$ cat config.mk
export PLATFORM = sky130hd
export DESIGN_NAME = dot_matrix_text_layout_top
export DESIGN_NICKNAME = d
export VERILOG_FILES = /design/src/hdl/dmtl_pkg.sv /design/src/hdl/dot_matrix_text_layout_top.sv /design/src/hdl/dmtl_font.sv
export SDC_FILE = /design/constraint.sdc
export NUM_CORES = 1
export LEC_CHECK = 0
export ABC_AREA = 0
export BUFFER_PORTS_ARGS = -buffer_cell sky130_fd_sc_hd__buf_2
export CORE_AREA = 2 2 177 136
export CTS_CLUSTER_SIZE = 40
export DETAILED_ROUTE_END_ITERATION = 6
export DIE_AREA = 0 0 179 138
export GPL_ROUTABILITY_DRIVEN = 0
export PLACE_DENSITY = 0.82
export SETUP_SLACK_MARGIN = 0.3
export SYNTH_ARGS = -nofsm -noshare
export SYNTH_HDL_FRONTEND = slang
export SYNTH_SLANG_ARGS = --single-unit
$ cat constraint.sdc
create_clock -name i_clk -period 6.9 [get_ports i_clk]
set_input_delay 1.38 -clock i_clk [delete_from_list [all_inputs] [get_ports i_clk]]
set_output_delay 1.38 -clock i_clk [all_outputs]
set_load 0.005 [all_outputs]
$ cat src/hdl/dmtl_pkg.sv
`timescale 1ns / 1ps
`default_nettype none

package dmtl_pkg;

    // Line buffer depth and layout constants.
    localparam int LINE_CHARS_DEF = 8;
    localparam int MAX_GLYPHS     = 8;
    localparam logic [7:0] BAR_CODE   = 8'd124;
    localparam logic [7:0] PITCH      = 8'd6;
    localparam logic [3:0] GLYPH_ROWS = 4'd7;
    localparam logic [2:0] LAST_ROW   = 3'd6;
    localparam logic [3:0] INDEX_MAX  = 4'd15;

    // Division by six of an 8-bit value: (x * 171) >> 10.
    localparam logic [7:0] DIV6_MUL   = 8'd171;

    // Register reset values.
    localparam logic [7:0] RST_GRID_COLUMNS = 8'd64;
    localparam logic [5:0] RST_GRID_ROWS    = 6'd16;
    localparam logic [4:0] RST_SIDE_MARGIN  = 5'd1;
    localparam logic [2:0] RST_LINE_GAP     = 3'd1;
    localparam logic       RST_CENTRE_TEXT  = 1'b1;

    // Configuration register indexes.
    localparam int CFG_INDEX_W = 3;
    localparam logic [CFG_INDEX_W-1:0] CFG_GRID_COLUMNS = 3'd0;
    localparam logic [CFG_INDEX_W-1:0] CFG_GRID_ROWS    = 3'd1;
    localparam logic [CFG_INDEX_W-1:0] CFG_SIDE_MARGIN  = 3'd2;
    localparam logic [CFG_INDEX_W-1:0] CFG_LINE_GAP     = 3'd3;
    localparam logic [CFG_INDEX_W-1:0] CFG_CENTRE_TEXT  = 3'd4;

    typedef struct packed {
        logic [7:0] char_code;
        logic       text_end;
    } t_in_beat;

    typedef struct packed {
        logic [5:0] lamp_row;
        logic [7:0] first_column;
        logic [4:0] dot_mask;
        logic       run_last;
    } t_out_beat;

    // Seven 5-bit dot rows of one glyph, row 0 at index 0.
    typedef logic [6:0][4:0] t_glyph_rows;

    typedef enum logic [2:0] {
        ST_IDLE,
        ST_LAYOUT,
        ST_PLACE,
        ST_SCAN,
        ST_EMIT,
        ST_FINISH
    } t_state;

endpackage

`default_nettype wire

$ cat src/hdl/dot_matrix_text_layout_top.sv
`timescale 1ns / 1ps
`default_nettype none

// Dot matrix text layout: a 5x7 character generator for a lamp panel.
// Input channel (i_in_valid / o_in_stall / i_in_data) takes one character
// per beat. A bar character or text_end closes the line, which is then laid
// out and sent on the output channel (o_out_valid / i_out_stall /
// o_out_data), seven row beats per shown known glyph, top row first, with
// run_last set on the final beat caused by the closing character.
// The configuration channel (i_cfg_valid / o_cfg_ready) is always ready and
// is meant to be written only while the block is idle.
// A character that does not close a line leaves the block idle and ready
// for the next character. A line close runs a small sequencer: LAYOUT works
// out the row offset and glyph capacity, PLACE the start column, SCAN steps
// through each shown glyph slot, EMIT sends the seven rows of each known
// glyph, one beat per row; a last SCAN step follows and FINISH clears the line.
// The input stays stalled until the flush is done. A stalled output holds
// its beat in the output register and the sequencer waits on it.
// Reset sets the configuration registers to their defaults, empties the line
// and returns to the first text line.

module dot_matrix_text_layout_top #(
    parameter int LINE_CHARS = dmtl_pkg::LINE_CHARS_DEF
) (
    input  wire logic                                 i_clk,
    input  wire logic                                 i_rst_n,
    input  wire logic                                 i_in_valid,
    output      logic                                 o_in_stall,
    input  wire dmtl_pkg::t_in_beat                   i_in_data,
    output      logic                                 o_out_valid,
    input  wire logic                                 i_out_stall,
    output      dmtl_pkg::t_out_beat                  o_out_data,
    input  wire logic                                 i_cfg_valid,
    output      logic                                 o_cfg_ready,
    input  wire logic [dmtl_pkg::CFG_INDEX_W-1:0]     i_cfg_index,
    input  wire logic [7:0]                           i_cfg_data
);

    localparam int IW = (LINE_CHARS > 1) ? $clog2(LINE_CHARS) : 1;
    localparam logic [3:0] LEN_MAX = 4'(LINE_CHARS);

    dmtl_pkg::t_state r_state, n_state;

    logic [7:0] r_cfg_cols;
    logic [5:0] r_cfg_rows;
    logic [4:0] r_cfg_margin;
    logic [2:0] r_cfg_gap;
    logic       r_cfg_centre;

    logic [7:0]            r_buf [LINE_CHARS];
    logic [LINE_CHARS-1:0] r_known;
    logic [3:0]            r_len, n_len;
    logic [3:0]            r_index, n_index;
    logic                  r_last, n_last;
    logic [7:0]            r_offset, n_offset;
    logic [5:0]            r_max, n_max;
    logic                  r_below, n_below;
    logic [3:0]            r_shown, n_shown;
    logic [7:0]            r_col, n_col;
    logic [3:0]            r_glyph, n_glyph;
    logic [2:0]            r_row, n_row;

    logic                  r_out_valid;
    dmtl_pkg::t_out_beat   r_out_data;

    logic                  w_in_accept;
    logic                  w_is_bar;
    logic                  w_store;
    logic                  w_known_wr;
    dmtl_pkg::t_glyph_rows w_rows_wr;
    logic [IW-1:0]         w_rd_addr;
    logic                  w_known_rd;
    dmtl_pkg::t_glyph_rows w_rows_rd;
    logic                  w_out_free;
    logic                  w_load;

    logic [3:0]  w_line_pitch;
    logic [7:0]  w_offset;
    logic [5:0]  w_twice;
    logic [7:0]  w_usable;
    logic [7:0]  w_usable_c;
    logic [15:0] w_div;
    logic [8:0]  w_bottom;
    logic [5:0]  w_len6;
    logic [5:0]  w_fit;
    logic [3:0]  w_shown;
    logic [5:0]  w_spare;
    logic [4:0]  w_half;
    logic [7:0]  w_centre_cols;
    logic [7:0]  w_start;
    logic [7:0]  w_row_sum;
    logic [4:0]  w_keep;
    logic        w_more;

    // Configuration writes; the port never pushes back.
    assign o_cfg_ready = 1'b1;

    always_ff @(posedge i_clk) begin
        if (!i_rst_n) begin
            r_cfg_cols   <= dmtl_pkg::RST_GRID_COLUMNS;
            r_cfg_rows   <= dmtl_pkg::RST_GRID_ROWS;
            r_cfg_margin <= dmtl_pkg::RST_SIDE_MARGIN;
            r_cfg_gap    <= dmtl_pkg::RST_LINE_GAP;
            r_cfg_centre <= dmtl_pkg::RST_CENTRE_TEXT;
        end else if (i_cfg_valid && o_cfg_ready) begin
            case (i_cfg_index)
                dmtl_pkg::CFG_GRID_COLUMNS: r_cfg_cols   <= i_cfg_data;
                dmtl_pkg::CFG_GRID_ROWS:    r_cfg_rows   <= i_cfg_data[5:0];
                dmtl_pkg::CFG_SIDE_MARGIN:  r_cfg_margin <= i_cfg_data[4:0];
                dmtl_pkg::CFG_LINE_GAP:     r_cfg_gap    <= i_cfg_data[2:0];
                dmtl_pkg::CFG_CENTRE_TEXT:  r_cfg_centre <= i_cfg_data[0];
                default: ;
            endcase
        end
    end

    // Input side: characters are taken only while the sequencer is idle.
    assign o_in_stall  = (r_state != dmtl_pkg::ST_IDLE);
    assign w_in_accept = i_in_valid && !o_in_stall;
    assign w_is_bar    = (i_in_data.char_code == dmtl_pkg::BAR_CODE);
    assign w_store     = w_in_accept && !w_is_bar && (r_len < LEN_MAX);

    dmtl_font u_font_wr (
        .i_code  (i_in_data.char_code),
        .o_known (w_known_wr),
        .o_rows  (w_rows_wr)
    );

    // Line buffer with a known-glyph flag per slot.
    always_ff @(posedge i_clk) begin
        if (w_store) begin
            r_buf[r_len[IW-1:0]]   <= i_in_data.char_code;
            r_known[r_len[IW-1:0]] <= w_known_wr;
        end
    end

    assign w_rd_addr = (r_glyph < LEN_MAX) ? r_glyph[IW-1:0] : '0;

    dmtl_font u_font_rd (
        .i_code  (r_buf[w_rd_addr]),
        .o_known (w_known_rd),
        .o_rows  (w_rows_rd)
    );

    // Line geometry: row offset, usable width and glyph capacity.
    assign w_line_pitch = dmtl_pkg::GLYPH_ROWS + {1'b0, r_cfg_gap};
    assign w_offset     = 8'({4'b0, r_index} * {4'b0, w_line_pitch});
    assign w_twice      = {r_cfg_margin, 1'b0};
    assign w_usable     = (r_cfg_cols > {2'b0, w_twice}) ? r_cfg_cols - {2'b0, w_twice}
                                                          : 8'd0;
    assign w_usable_c   = (w_usable < dmtl_pkg::PITCH) ? dmtl_pkg::PITCH : w_usable;
    assign w_div        = {8'b0, w_usable_c} * {8'b0, dmtl_pkg::DIV6_MUL};
    assign w_bottom     = {1'b0, w_offset} + {5'b0, dmtl_pkg::GLYPH_ROWS};

    // Glyph count shown and start column.
    assign w_len6        = {2'b0, r_len};
    assign w_fit         = (w_len6 < r_max) ? w_len6 : r_max;
    assign w_shown       = (w_fit > 6'(dmtl_pkg::MAX_GLYPHS)) ? 4'(dmtl_pkg::MAX_GLYPHS)
                                                              : w_fit[3:0];
    assign w_spare       = r_max - {2'b0, w_shown};
    assign w_half        = w_spare[5:1];
    assign w_centre_cols = r_cfg_centre ? ({1'b0, w_half, 2'b0} + {2'b0, w_half, 1'b0})
                                        : 8'd0;
    assign w_start       = {3'b0, r_cfg_margin} + w_centre_cols;

    // Row beat fields: lamp row, column clip and last-beat lookahead.
    assign w_row_sum = r_offset + {5'b0, r_row};

    always_comb begin
        for (int c = 0; c < 5; c++) begin
            w_keep[4-c] = ({1'b0, r_col} + 9'(c)) < {1'b0, r_cfg_cols};
        end
    end

    always_comb begin
        w_more = 1'b0;
        for (int k = 0; k < LINE_CHARS; k++) begin
            if ((4'(k) > r_glyph) && (4'(k) < r_shown) && r_known[k]) begin
                w_more = 1'b1;
            end
        end
    end

    assign w_out_free = !r_out_valid || !i_out_stall;
    assign w_load     = (r_state == dmtl_pkg::ST_EMIT) && w_out_free;

    // Sequencer state register.
    always_ff @(posedge i_clk) begin
        if (!i_rst_n) begin
            r_state <= dmtl_pkg::ST_IDLE;
            r_len   <= '0;
            r_index <= '0;
            r_last  <= 1'b0;
            r_shown <= '0;
            r_glyph <= '0;
            r_row   <= '0;
        end else begin
            r_state <= n_state;
            r_len   <= n_len;
            r_index <= n_index;
            r_last  <= n_last;
            r_shown <= n_shown;
            r_glyph <= n_glyph;
            r_row   <= n_row;
        end
    end

    always_ff @(posedge i_clk) begin
        r_offset <= n_offset;
        r_max    <= n_max;
        r_below  <= n_below;
        r_col    <= n_col;
    end

    // Sequencer next state: layout, then one glyph slot or row per cycle while the output is not stalled.
    always_comb begin
        n_state  = r_state;
        n_len    = r_len;
        n_index  = r_index;
        n_last   = r_last;
        n_offset = r_offset;
        n_max    = r_max;
        n_below  = r_below;
        n_shown  = r_shown;
        n_col    = r_col;
        n_glyph  = r_glyph;
        n_row    = r_row;
        case (r_state)
            dmtl_pkg::ST_IDLE: begin
                if (w_in_accept) begin
                    if (w_store) begin
                        n_len = r_len + 4'd1;
                    end
                    if (w_is_bar || i_in_data.text_end) begin
                        n_last  = i_in_data.text_end;
                        n_state = dmtl_pkg::ST_LAYOUT;
                    end
                end
            end
            dmtl_pkg::ST_LAYOUT: begin
                n_offset = w_offset;
                n_max    = w_div[15:10];
                n_below  = w_bottom > {3'b0, r_cfg_rows};
                n_state  = dmtl_pkg::ST_PLACE;
            end
            dmtl_pkg::ST_PLACE: begin
                n_shown = r_below ? 4'd0 : w_shown;
                n_col   = w_start;
                n_glyph = '0;
                n_row   = '0;
                n_state = dmtl_pkg::ST_SCAN;
            end
            dmtl_pkg::ST_SCAN: begin
                if (r_glyph == r_shown) begin
                    n_state = dmtl_pkg::ST_FINISH;
                end else if (w_known_rd) begin
                    n_row   = '0;
                    n_state = dmtl_pkg::ST_EMIT;
                end else begin
                    n_glyph = r_glyph + 4'd1;
                    n_col   = r_col + dmtl_pkg::PITCH;
                end
            end
            dmtl_pkg::ST_EMIT: begin
                if (w_out_free) begin
                    if (r_row == dmtl_pkg::LAST_ROW) begin
                        n_glyph = r_glyph + 4'd1;
                        n_col   = r_col + dmtl_pkg::PITCH;
                        n_state = dmtl_pkg::ST_SCAN;
                    end else begin
                        n_row = r_row + 3'd1;
                    end
                end
            end
            dmtl_pkg::ST_FINISH: begin
                n_len = '0;
                if (r_last) begin
                    n_index = '0;
                end else if (r_index < dmtl_pkg::INDEX_MAX) begin
                    n_index = r_index + 4'd1;
                end
                n_state = dmtl_pkg::ST_IDLE;
            end
            default: begin
                n_state = dmtl_pkg::ST_IDLE;
            end
        endcase
    end

    // Output register: holds a beat while the receiver stalls.
    always_ff @(posedge i_clk) begin
        if (!i_rst_n) begin
            r_out_valid <= 1'b0;
        end else if (w_load) begin
            r_out_valid <= 1'b1;
        end else if (!i_out_stall) begin
            r_out_valid <= 1'b0;
        end
    end

    always_ff @(posedge i_clk) begin
        if (w_load) begin
            r_out_data.lamp_row     <= w_row_sum[5:0];
            r_out_data.first_column <= r_col;
            r_out_data.dot_mask     <= w_rows_rd[r_row] & w_keep;
            r_out_data.run_last     <= (r_row == dmtl_pkg::LAST_ROW) && !w_more;
        end
    end

    assign o_out_valid = r_out_valid;
    assign o_out_data  = r_out_data;

    // The fill count never passes the buffer depth.
    a_len_bound: assert property (@(posedge i_clk) disable iff (!i_rst_n)
        r_len <= LEN_MAX)
        else $error("line length beyond buffer depth");

    // The glyph pointer stays within the shown glyphs while scanning or drawing.
    a_glyph_bound: assert property (@(posedge i_clk) disable iff (!i_rst_n)
        (r_state == dmtl_pkg::ST_SCAN || r_state == dmtl_pkg::ST_EMIT) |->
        r_glyph <= r_shown)
        else $error("glyph pointer past shown glyphs");

    // Rows are only drawn for glyphs that are shown.
    a_emit_glyph: assert property (@(posedge i_clk) disable iff (!i_rst_n)
        (r_state == dmtl_pkg::ST_EMIT) |-> (r_glyph < r_shown) && (r_row <= dmtl_pkg::LAST_ROW))
        else $error("row drawn outside the shown glyphs");

    // Closing a line always empties it before the next character is taken.
    a_finish_clears: assert property (@(posedge i_clk) disable iff (!i_rst_n)
        (r_state == dmtl_pkg::ST_FINISH) |=> (r_len == 4'd0) && (r_state == dmtl_pkg::ST_IDLE))
        else $error("line not cleared after flush");

    // Codes without a glyph carry no lit dots.
    a_unknown_blank: assert property (@(posedge i_clk) disable iff (!i_rst_n)
        !w_known_wr |-> (w_rows_wr == '0))
        else $error("unknown code with lit dots");

endmodule

`default_nettype wire

$ cat src/hdl/dmtl_font.sv
`timescale 1ns / 1ps
`default_nettype none

module dmtl_font (
    input  wire logic [7:0]           i_code,
    output      logic                 o_known,
    output      dmtl_pkg::t_glyph_rows o_rows
);

    logic [7:0] w_folded;

    function automatic dmtl_pkg::t_glyph_rows pack7(
        input logic [4:0] r0, input logic [4:0] r1, input logic [4:0] r2,
        input logic [4:0] r3, input logic [4:0] r4, input logic [4:0] r5,
        input logic [4:0] r6
    );
        dmtl_pkg::t_glyph_rows g;
        g[0] = r0; g[1] = r1; g[2] = r2; g[3] = r3;
        g[4] = r4; g[5] = r5; g[6] = r6;
        return g;
    endfunction

    // Lower case letters share the upper case glyphs.
    assign w_folded = (i_code >= 8'h61 && i_code <= 8'h7A) ? i_code - 8'd32 : i_code;

    // Glyph table lookup.
    always_comb begin
        o_known = 1'b1;
        case (w_folded)
            8'h20: o_rows = pack7(5'h00,5'h00,5'h00,5'h00,5'h00,5'h00,5'h00);
            8'h41: o_rows = pack7(5'h0E,5'h11,5'h11,5'h1F,5'h11,5'h11,5'h11);
            8'h42: o_rows = pack7(5'h1E,5'h11,5'h11,5'h1E,5'h11,5'h11,5'h1E);
            8'h43: o_rows = pack7(5'h0E,5'h11,5'h10,5'h10,5'h10,5'h11,5'h0E);
            8'h44: o_rows = pack7(5'h1C,5'h12,5'h11,5'h11,5'h11,5'h12,5'h1C);
            8'h45: o_rows = pack7(5'h1F,5'h10,5'h10,5'h1E,5'h10,5'h10,5'h1F);
            8'h46: o_rows = pack7(5'h1F,5'h10,5'h10,5'h1E,5'h10,5'h10,5'h10);
            8'h47: o_rows = pack7(5'h0E,5'h11,5'h10,5'h17,5'h11,5'h11,5'h0F);
            8'h48: o_rows = pack7(5'h11,5'h11,5'h11,5'h1F,5'h11,5'h11,5'h11);
            8'h49: o_rows = pack7(5'h0E,5'h04,5'h04,5'h04,5'h04,5'h04,5'h0E);
            8'h4A: o_rows = pack7(5'h07,5'h02,5'h02,5'h02,5'h02,5'h12,5'h0C);
            8'h4B: o_rows = pack7(5'h11,5'h12,5'h14,5'h18,5'h14,5'h12,5'h11);
            8'h4C: o_rows = pack7(5'h10,5'h10,5'h10,5'h10,5'h10,5'h10,5'h1F);
            8'h4D: o_rows = pack7(5'h11,5'h1B,5'h15,5'h15,5'h11,5'h11,5'h11);
            8'h4E: o_rows = pack7(5'h11,5'h11,5'h19,5'h15,5'h13,5'h11,5'h11);
            8'h4F: o_rows = pack7(5'h0E,5'h11,5'h11,5'h11,5'h11,5'h11,5'h0E);
            8'h50: o_rows = pack7(5'h1E,5'h11,5'h11,5'h1E,5'h10,5'h10,5'h10);
            8'h51: o_rows = pack7(5'h0E,5'h11,5'h11,5'h11,5'h15,5'h12,5'h0D);
            8'h52: o_rows = pack7(5'h1E,5'h11,5'h11,5'h1E,5'h14,5'h12,5'h11);
            8'h53: o_rows = pack7(5'h0F,5'h10,5'h10,5'h0E,5'h01,5'h01,5'h1E);
            8'h54: o_rows = pack7(5'h1F,5'h04,5'h04,5'h04,5'h04,5'h04,5'h04);
            8'h55: o_rows = pack7(5'h11,5'h11,5'h11,5'h11,5'h11,5'h11,5'h0E);
            8'h56: o_rows = pack7(5'h11,5'h11,5'h11,5'h11,5'h11,5'h0A,5'h04);
            8'h57: o_rows = pack7(5'h11,5'h11,5'h11,5'h15,5'h15,5'h15,5'h0A);
            8'h58: o_rows = pack7(5'h11,5'h11,5'h0A,5'h04,5'h0A,5'h11,5'h11);
            8'h59: o_rows = pack7(5'h11,5'h11,5'h11,5'h0A,5'h04,5'h04,5'h04);
            8'h5A: o_rows = pack7(5'h1F,5'h01,5'h02,5'h04,5'h08,5'h10,5'h1F);
            8'h30: o_rows = pack7(5'h0E,5'h11,5'h13,5'h15,5'h19,5'h11,5'h0E);
            8'h31: o_rows = pack7(5'h04,5'h0C,5'h04,5'h04,5'h04,5'h04,5'h0E);
            8'h32: o_rows = pack7(5'h0E,5'h11,5'h01,5'h02,5'h04,5'h08,5'h1F);
            8'h33: o_rows = pack7(5'h1F,5'h02,5'h04,5'h02,5'h01,5'h11,5'h0E);
            8'h34: o_rows = pack7(5'h02,5'h06,5'h0A,5'h12,5'h1F,5'h02,5'h02);
            8'h35: o_rows = pack7(5'h1F,5'h10,5'h1E,5'h01,5'h01,5'h11,5'h0E);
            8'h36: o_rows = pack7(5'h06,5'h08,5'h10,5'h1E,5'h11,5'h11,5'h0E);
            8'h37: o_rows = pack7(5'h1F,5'h01,5'h02,5'h04,5'h08,5'h08,5'h08);
            8'h38: o_rows = pack7(5'h0E,5'h11,5'h11,5'h0E,5'h11,5'h11,5'h0E);
            8'h39: o_rows = pack7(5'h0E,5'h11,5'h11,5'h0F,5'h01,5'h02,5'h0C);
            8'h2E: o_rows = pack7(5'h00,5'h00,5'h00,5'h00,5'h00,5'h0C,5'h0C);
            8'h2C: o_rows = pack7(5'h00,5'h00,5'h00,5'h00,5'h0C,5'h04,5'h08);
            8'h3A: o_rows = pack7(5'h00,5'h0C,5'h0C,5'h00,5'h0C,5'h0C,5'h00);
            8'h2D: o_rows = pack7(5'h00,5'h00,5'h00,5'h1F,5'h00,5'h00,5'h00);
            8'h21: o_rows = pack7(5'h04,5'h04,5'h04,5'h04,5'h04,5'h00,5'h04);
            8'h3F: o_rows = pack7(5'h0E,5'h11,5'h01,5'h02,5'h04,5'h00,5'h04);
            8'h2F: o_rows = pack7(5'h01,5'h01,5'h02,5'h04,5'h08,5'h10,5'h10);
            8'h27: o_rows = pack7(5'h04,5'h04,5'h08,5'h00,5'h00,5'h00,5'h00);
            8'h28: o_rows = pack7(5'h02,5'h04,5'h08,5'h08,5'h08,5'h04,5'h02);
            8'h29: o_rows = pack7(5'h08,5'h04,5'h02,5'h02,5'h02,5'h04,5'h08);
            8'h3E: o_rows = pack7(5'h08,5'h04,5'h02,5'h01,5'h02,5'h04,5'h08);
            8'h3C: o_rows = pack7(5'h02,5'h04,5'h08,5'h10,5'h08,5'h04,5'h02);
            8'h2B: o_rows = pack7(5'h00,5'h04,5'h04,5'h1F,5'h04,5'h04,5'h00);
            8'h3D: o_rows = pack7(5'h00,5'h00,5'h1F,5'h00,5'h1F,5'h00,5'h00);
            8'h26: o_rows = pack7(5'h0C,5'h12,5'h14,5'h08,5'h15,5'h12,5'h0D);
            8'h2A: o_rows = pack7(5'h00,5'h15,5'h0E,5'h1F,5'h0E,5'h15,5'h00);
            default: begin
                o_known = 1'b0;
                o_rows  = '0;
            end
        endcase
    end

endmodule

`default_nettype wire
==> results.yml <==
run:
  max-cap-violations: 0
layout:
  area_growth_pct: 8.13
  nets: 1688
  n_fill_cell: 1812
  final_layout_size_suffix_gt1_share_pct: 12.3
  insertedDiodeCount: 0
drt:
  final_antenna_net_count: 0
  viasPerCell: 6.91
  wl_um: 40200
  dr_wl_met3_um: 5050
  wl_met1_um: 16500
  topRoutingLayerUsed: "met5"
  avgRoutedWirePerCell_um: 22.0
  firstDrtPassIters: 7
  drt-initial-drc-count: 2817
  route.met2.wl_um: 16800
  vias: 12630
  drc_errors: 241
yosys:
  synthTopCellsByCount: "ha_1 (134), a21oi_1 (119), nand2_1 (118), edfxtp_1 (112), nor2_1 (111)"
  synth.most_common_cell: "ha_1"
  synth_cell_types: 101
  synth_top_area_cell: "edfxtp_1"
  syn_area_um2: 13600
  synthArstFlopShare_pct: 0
  synth.area.top_cells: "edfxtp_1 (25%), ha_1 (12%), dfxtp_1 (6.9%)"
  synthCells: 1492
  ys_ff_latch: 159
  synth-edff-count: 112
  syn-num-nets: 1672
  syn_avg_cell_area_um2: 9.09
  synth_top_area_share_pct: 24.8
  synth_ff_type: "edfxtp_1"
  ys_seq_area_share_pct: 31.7
  yosysWarnings: 0
power:
  p_int_mw: 2.32
  sw_frac_of_total_pct: 41.7
  power_leakage_nw: 5.78
  power_frac_comb_pct: 45.5
  cellPowerDensity_nw_per_um2: 271
  clkPwrFrac_pct: 25.2
  power_switching_mw: 1.66
  ir_drop_v: 0.000187
  pwr-share-seq_pct: 29.3
global_routing:
  grt_max_degree: 41
  track_usage_pct: 32.7
  grt_pass1_vias: 11808
  gr-total-overflow: 0
  grt_pass1_wl_um: 63800
  antenna_found_initial: 0
floorplanning:
  dieArea_um2: 24700
  io_pins: 48
  start_util_pct: 58.3
  dieWidth_um: 179
  core_area_um2: 23200
  die_y_um: 138
  fp-row-count: 49
timing:
  worst-slew-pin-transition_ns: 1.20
  fmax_ghz: 0.156
  final-hold-violation-count: 0
  rsz0062_at_grt: "no"
  setup-violations-final: 0
  fin_crit_ns: 6.40
  fin_crit_sh_pct: 92.8
  setup_tns_ns: 0
  slew_violations: 0
  hold_ws_ns: 0.496
  slew_headroom_pct: 19.6
  clock_skew_ns: 0.0115
place:
  io_buffers: 46
  dp_hpwl_um: 27300
worst_setup_path:
  cpMaxStageDelayCell: "fa_1"
  reg2reg_slack_ns: 0.50
  start_kind: "register"
  critical_path_class: "register to register"
  critPathMaxStageDelay_ns: 0.54
  crit_path_end_kind: "register"
  critical_path.max_fanout: 4
  cp_common_cell: "inv_1"
  worstPathRequired_ns: 7.21
  worstPathArrival_ns: 6.71
clock_tree:
  numCtsBuffers: 17
  clock_latency_ns: 0.44
  cts.clk_slew.worst_paths_ns: 0.08
  cts_tree: "done"
  clockRootBuffer: "clkbuf_16"
  ctsHoldBuffers: 0
  clkSinkCount: 159
  h-tree-depth: 4
  clockBufferDepth: 2
hold_path:
  hold_class: "register to register"
status:
  violations: "DRC"
  run_status: "finished with violations"
[stage by stage]
step | utilization, % | power (mW) | setup WS, ns | instance area, um2 | cells
after floorplan | - | 2.44 | 0.637 | 13600 | 1492
after global placement | 59.8 | 2.75 | 0.597 | 13900 | 1788
after detailed placement | 59.8 | 2.82 | 0.349 | 13900 | 1788
after CTS | 62.5 | 3.86 | 0.306 | 14500 | 1820
after global routing | 63.1 | 4.17 | 0.228 | 14700 | 1827
final | 63.1 | 3.98 | 0.498 | 14700 | 1827
[logic make-up after synthesis]
| group | share of synthesized area (%) |
|---|---|
| simple gates | 17.9 |
| compound gates | 21.1 |
| buf+inv | 6.30 |
| flops | 31.7 |
| fa+ha+maj | 15.5 |
| xor+xnor | 4.49 |
| mux | 2.96 |
| other cells | 0.0277 |
[cell type report]
cell class / instances / area (um2) / area share [%]
Multi-Input combinational cell: 1148 / 8500 / 58.0
Sequential cell: 159 / 4300 / 29.4
Clock buffer: 17 / 425 / 2.90
Tap cell: 306 / 383 / 2.61
Clock inverter: 15 / 201 / 1.37
Timing Repair Buffer: 74 / 440 / 3.00
Inverter: 108 / 405 / 2.77
[per-layer routing]
metal  vias to the layer above  global-route usage (%)
met3                       236                    11.4
met2                       955                    46.6
met4                         2                    10.4
met5                         -                    1.39
li1                       5532                       -
met1                      5905                    46.3
[final timing paths]
| check | from | to | depth (start not counted) |
|---|---|---|---|
| worst min register to register | r_cfg_cols[3] | r_cfg_cols[3] | 2 |
| worst min-delay path | r_cfg_cols[3] | r_cfg_cols[3] | 2 |
| worst max register to register | r_cfg_margin[2] | r_max[5] | 26 |
| worst max-delay path | r_cfg_margin[2] | r_max[5] | 26 |
[layout by cell type (no fill, tap or decap), drive strengths merged, types with 10 or more instances in the layout]
cell      n
a21o     42
nor3     47
xnor2    39
clkbuf   17
dfxtp    47
nor2b    27
a211oi   17
nand4    22
nor4     18
and2     17
nand3    50
fa       21
mux2i    24
inv     114
nor2    116
a21oi   120
buf      74
a31oi    16
edfxtp  112
nand2b   16
o21a     13
o211ai   18
a221oi   10
ha      134
o22ai    17
nand2   118
o21ai    73
xor2     28
[power by group through the flow]
| stage | sequential (mW) | combinational, mW | clock [mW] |
|---|---|---|---|
| 5_1_grt | 1.17 | 1.97 | 1.04 |
| 2_1_floorplan | 1.15 | 1.28 | 0 |
| 3_3_place_gp | 1.18 | 1.57 | 0 |
| 6_report | 1.16 | 1.81 | 1.00 |
| 3_5_place_dp | 1.18 | 1.64 | 0 |
| 4_1_cts | 1.16 | 1.70 | 0.996 |
[worst max-delay path: cells and delay by family, from the launching register on]
kind,cells,cell delay [ns]
fa+ha+maj,7,2.53
buf+inv,4,0.26
xor+xnor,1,0.13
simple gates,7,1.23
flops,1,0.34
compound gates,7,1.75
[repair_timing]
| action | in CTS | in global routing |
|---|---|---|
| buffers inserted | 0 | 7 |
| gates resized for setup | 3 | 18 |
| hold endpoints to repair | 0 | 0 |
| pin swaps | 0 | 6 |
| setup endpoints to repair | 1 | 4 |
[state kept, by name (all words and copies together), names as in the netlist, 5 cells and up]
name          flops
o_out_data       20
r_buf            64
r_cfg_cols        8
r_cfg_margin      5
r_cfg_rows        6
r_col             8
r_known           7
r_max             6
r_offset          6
Power figures use the tool's default switching activity.
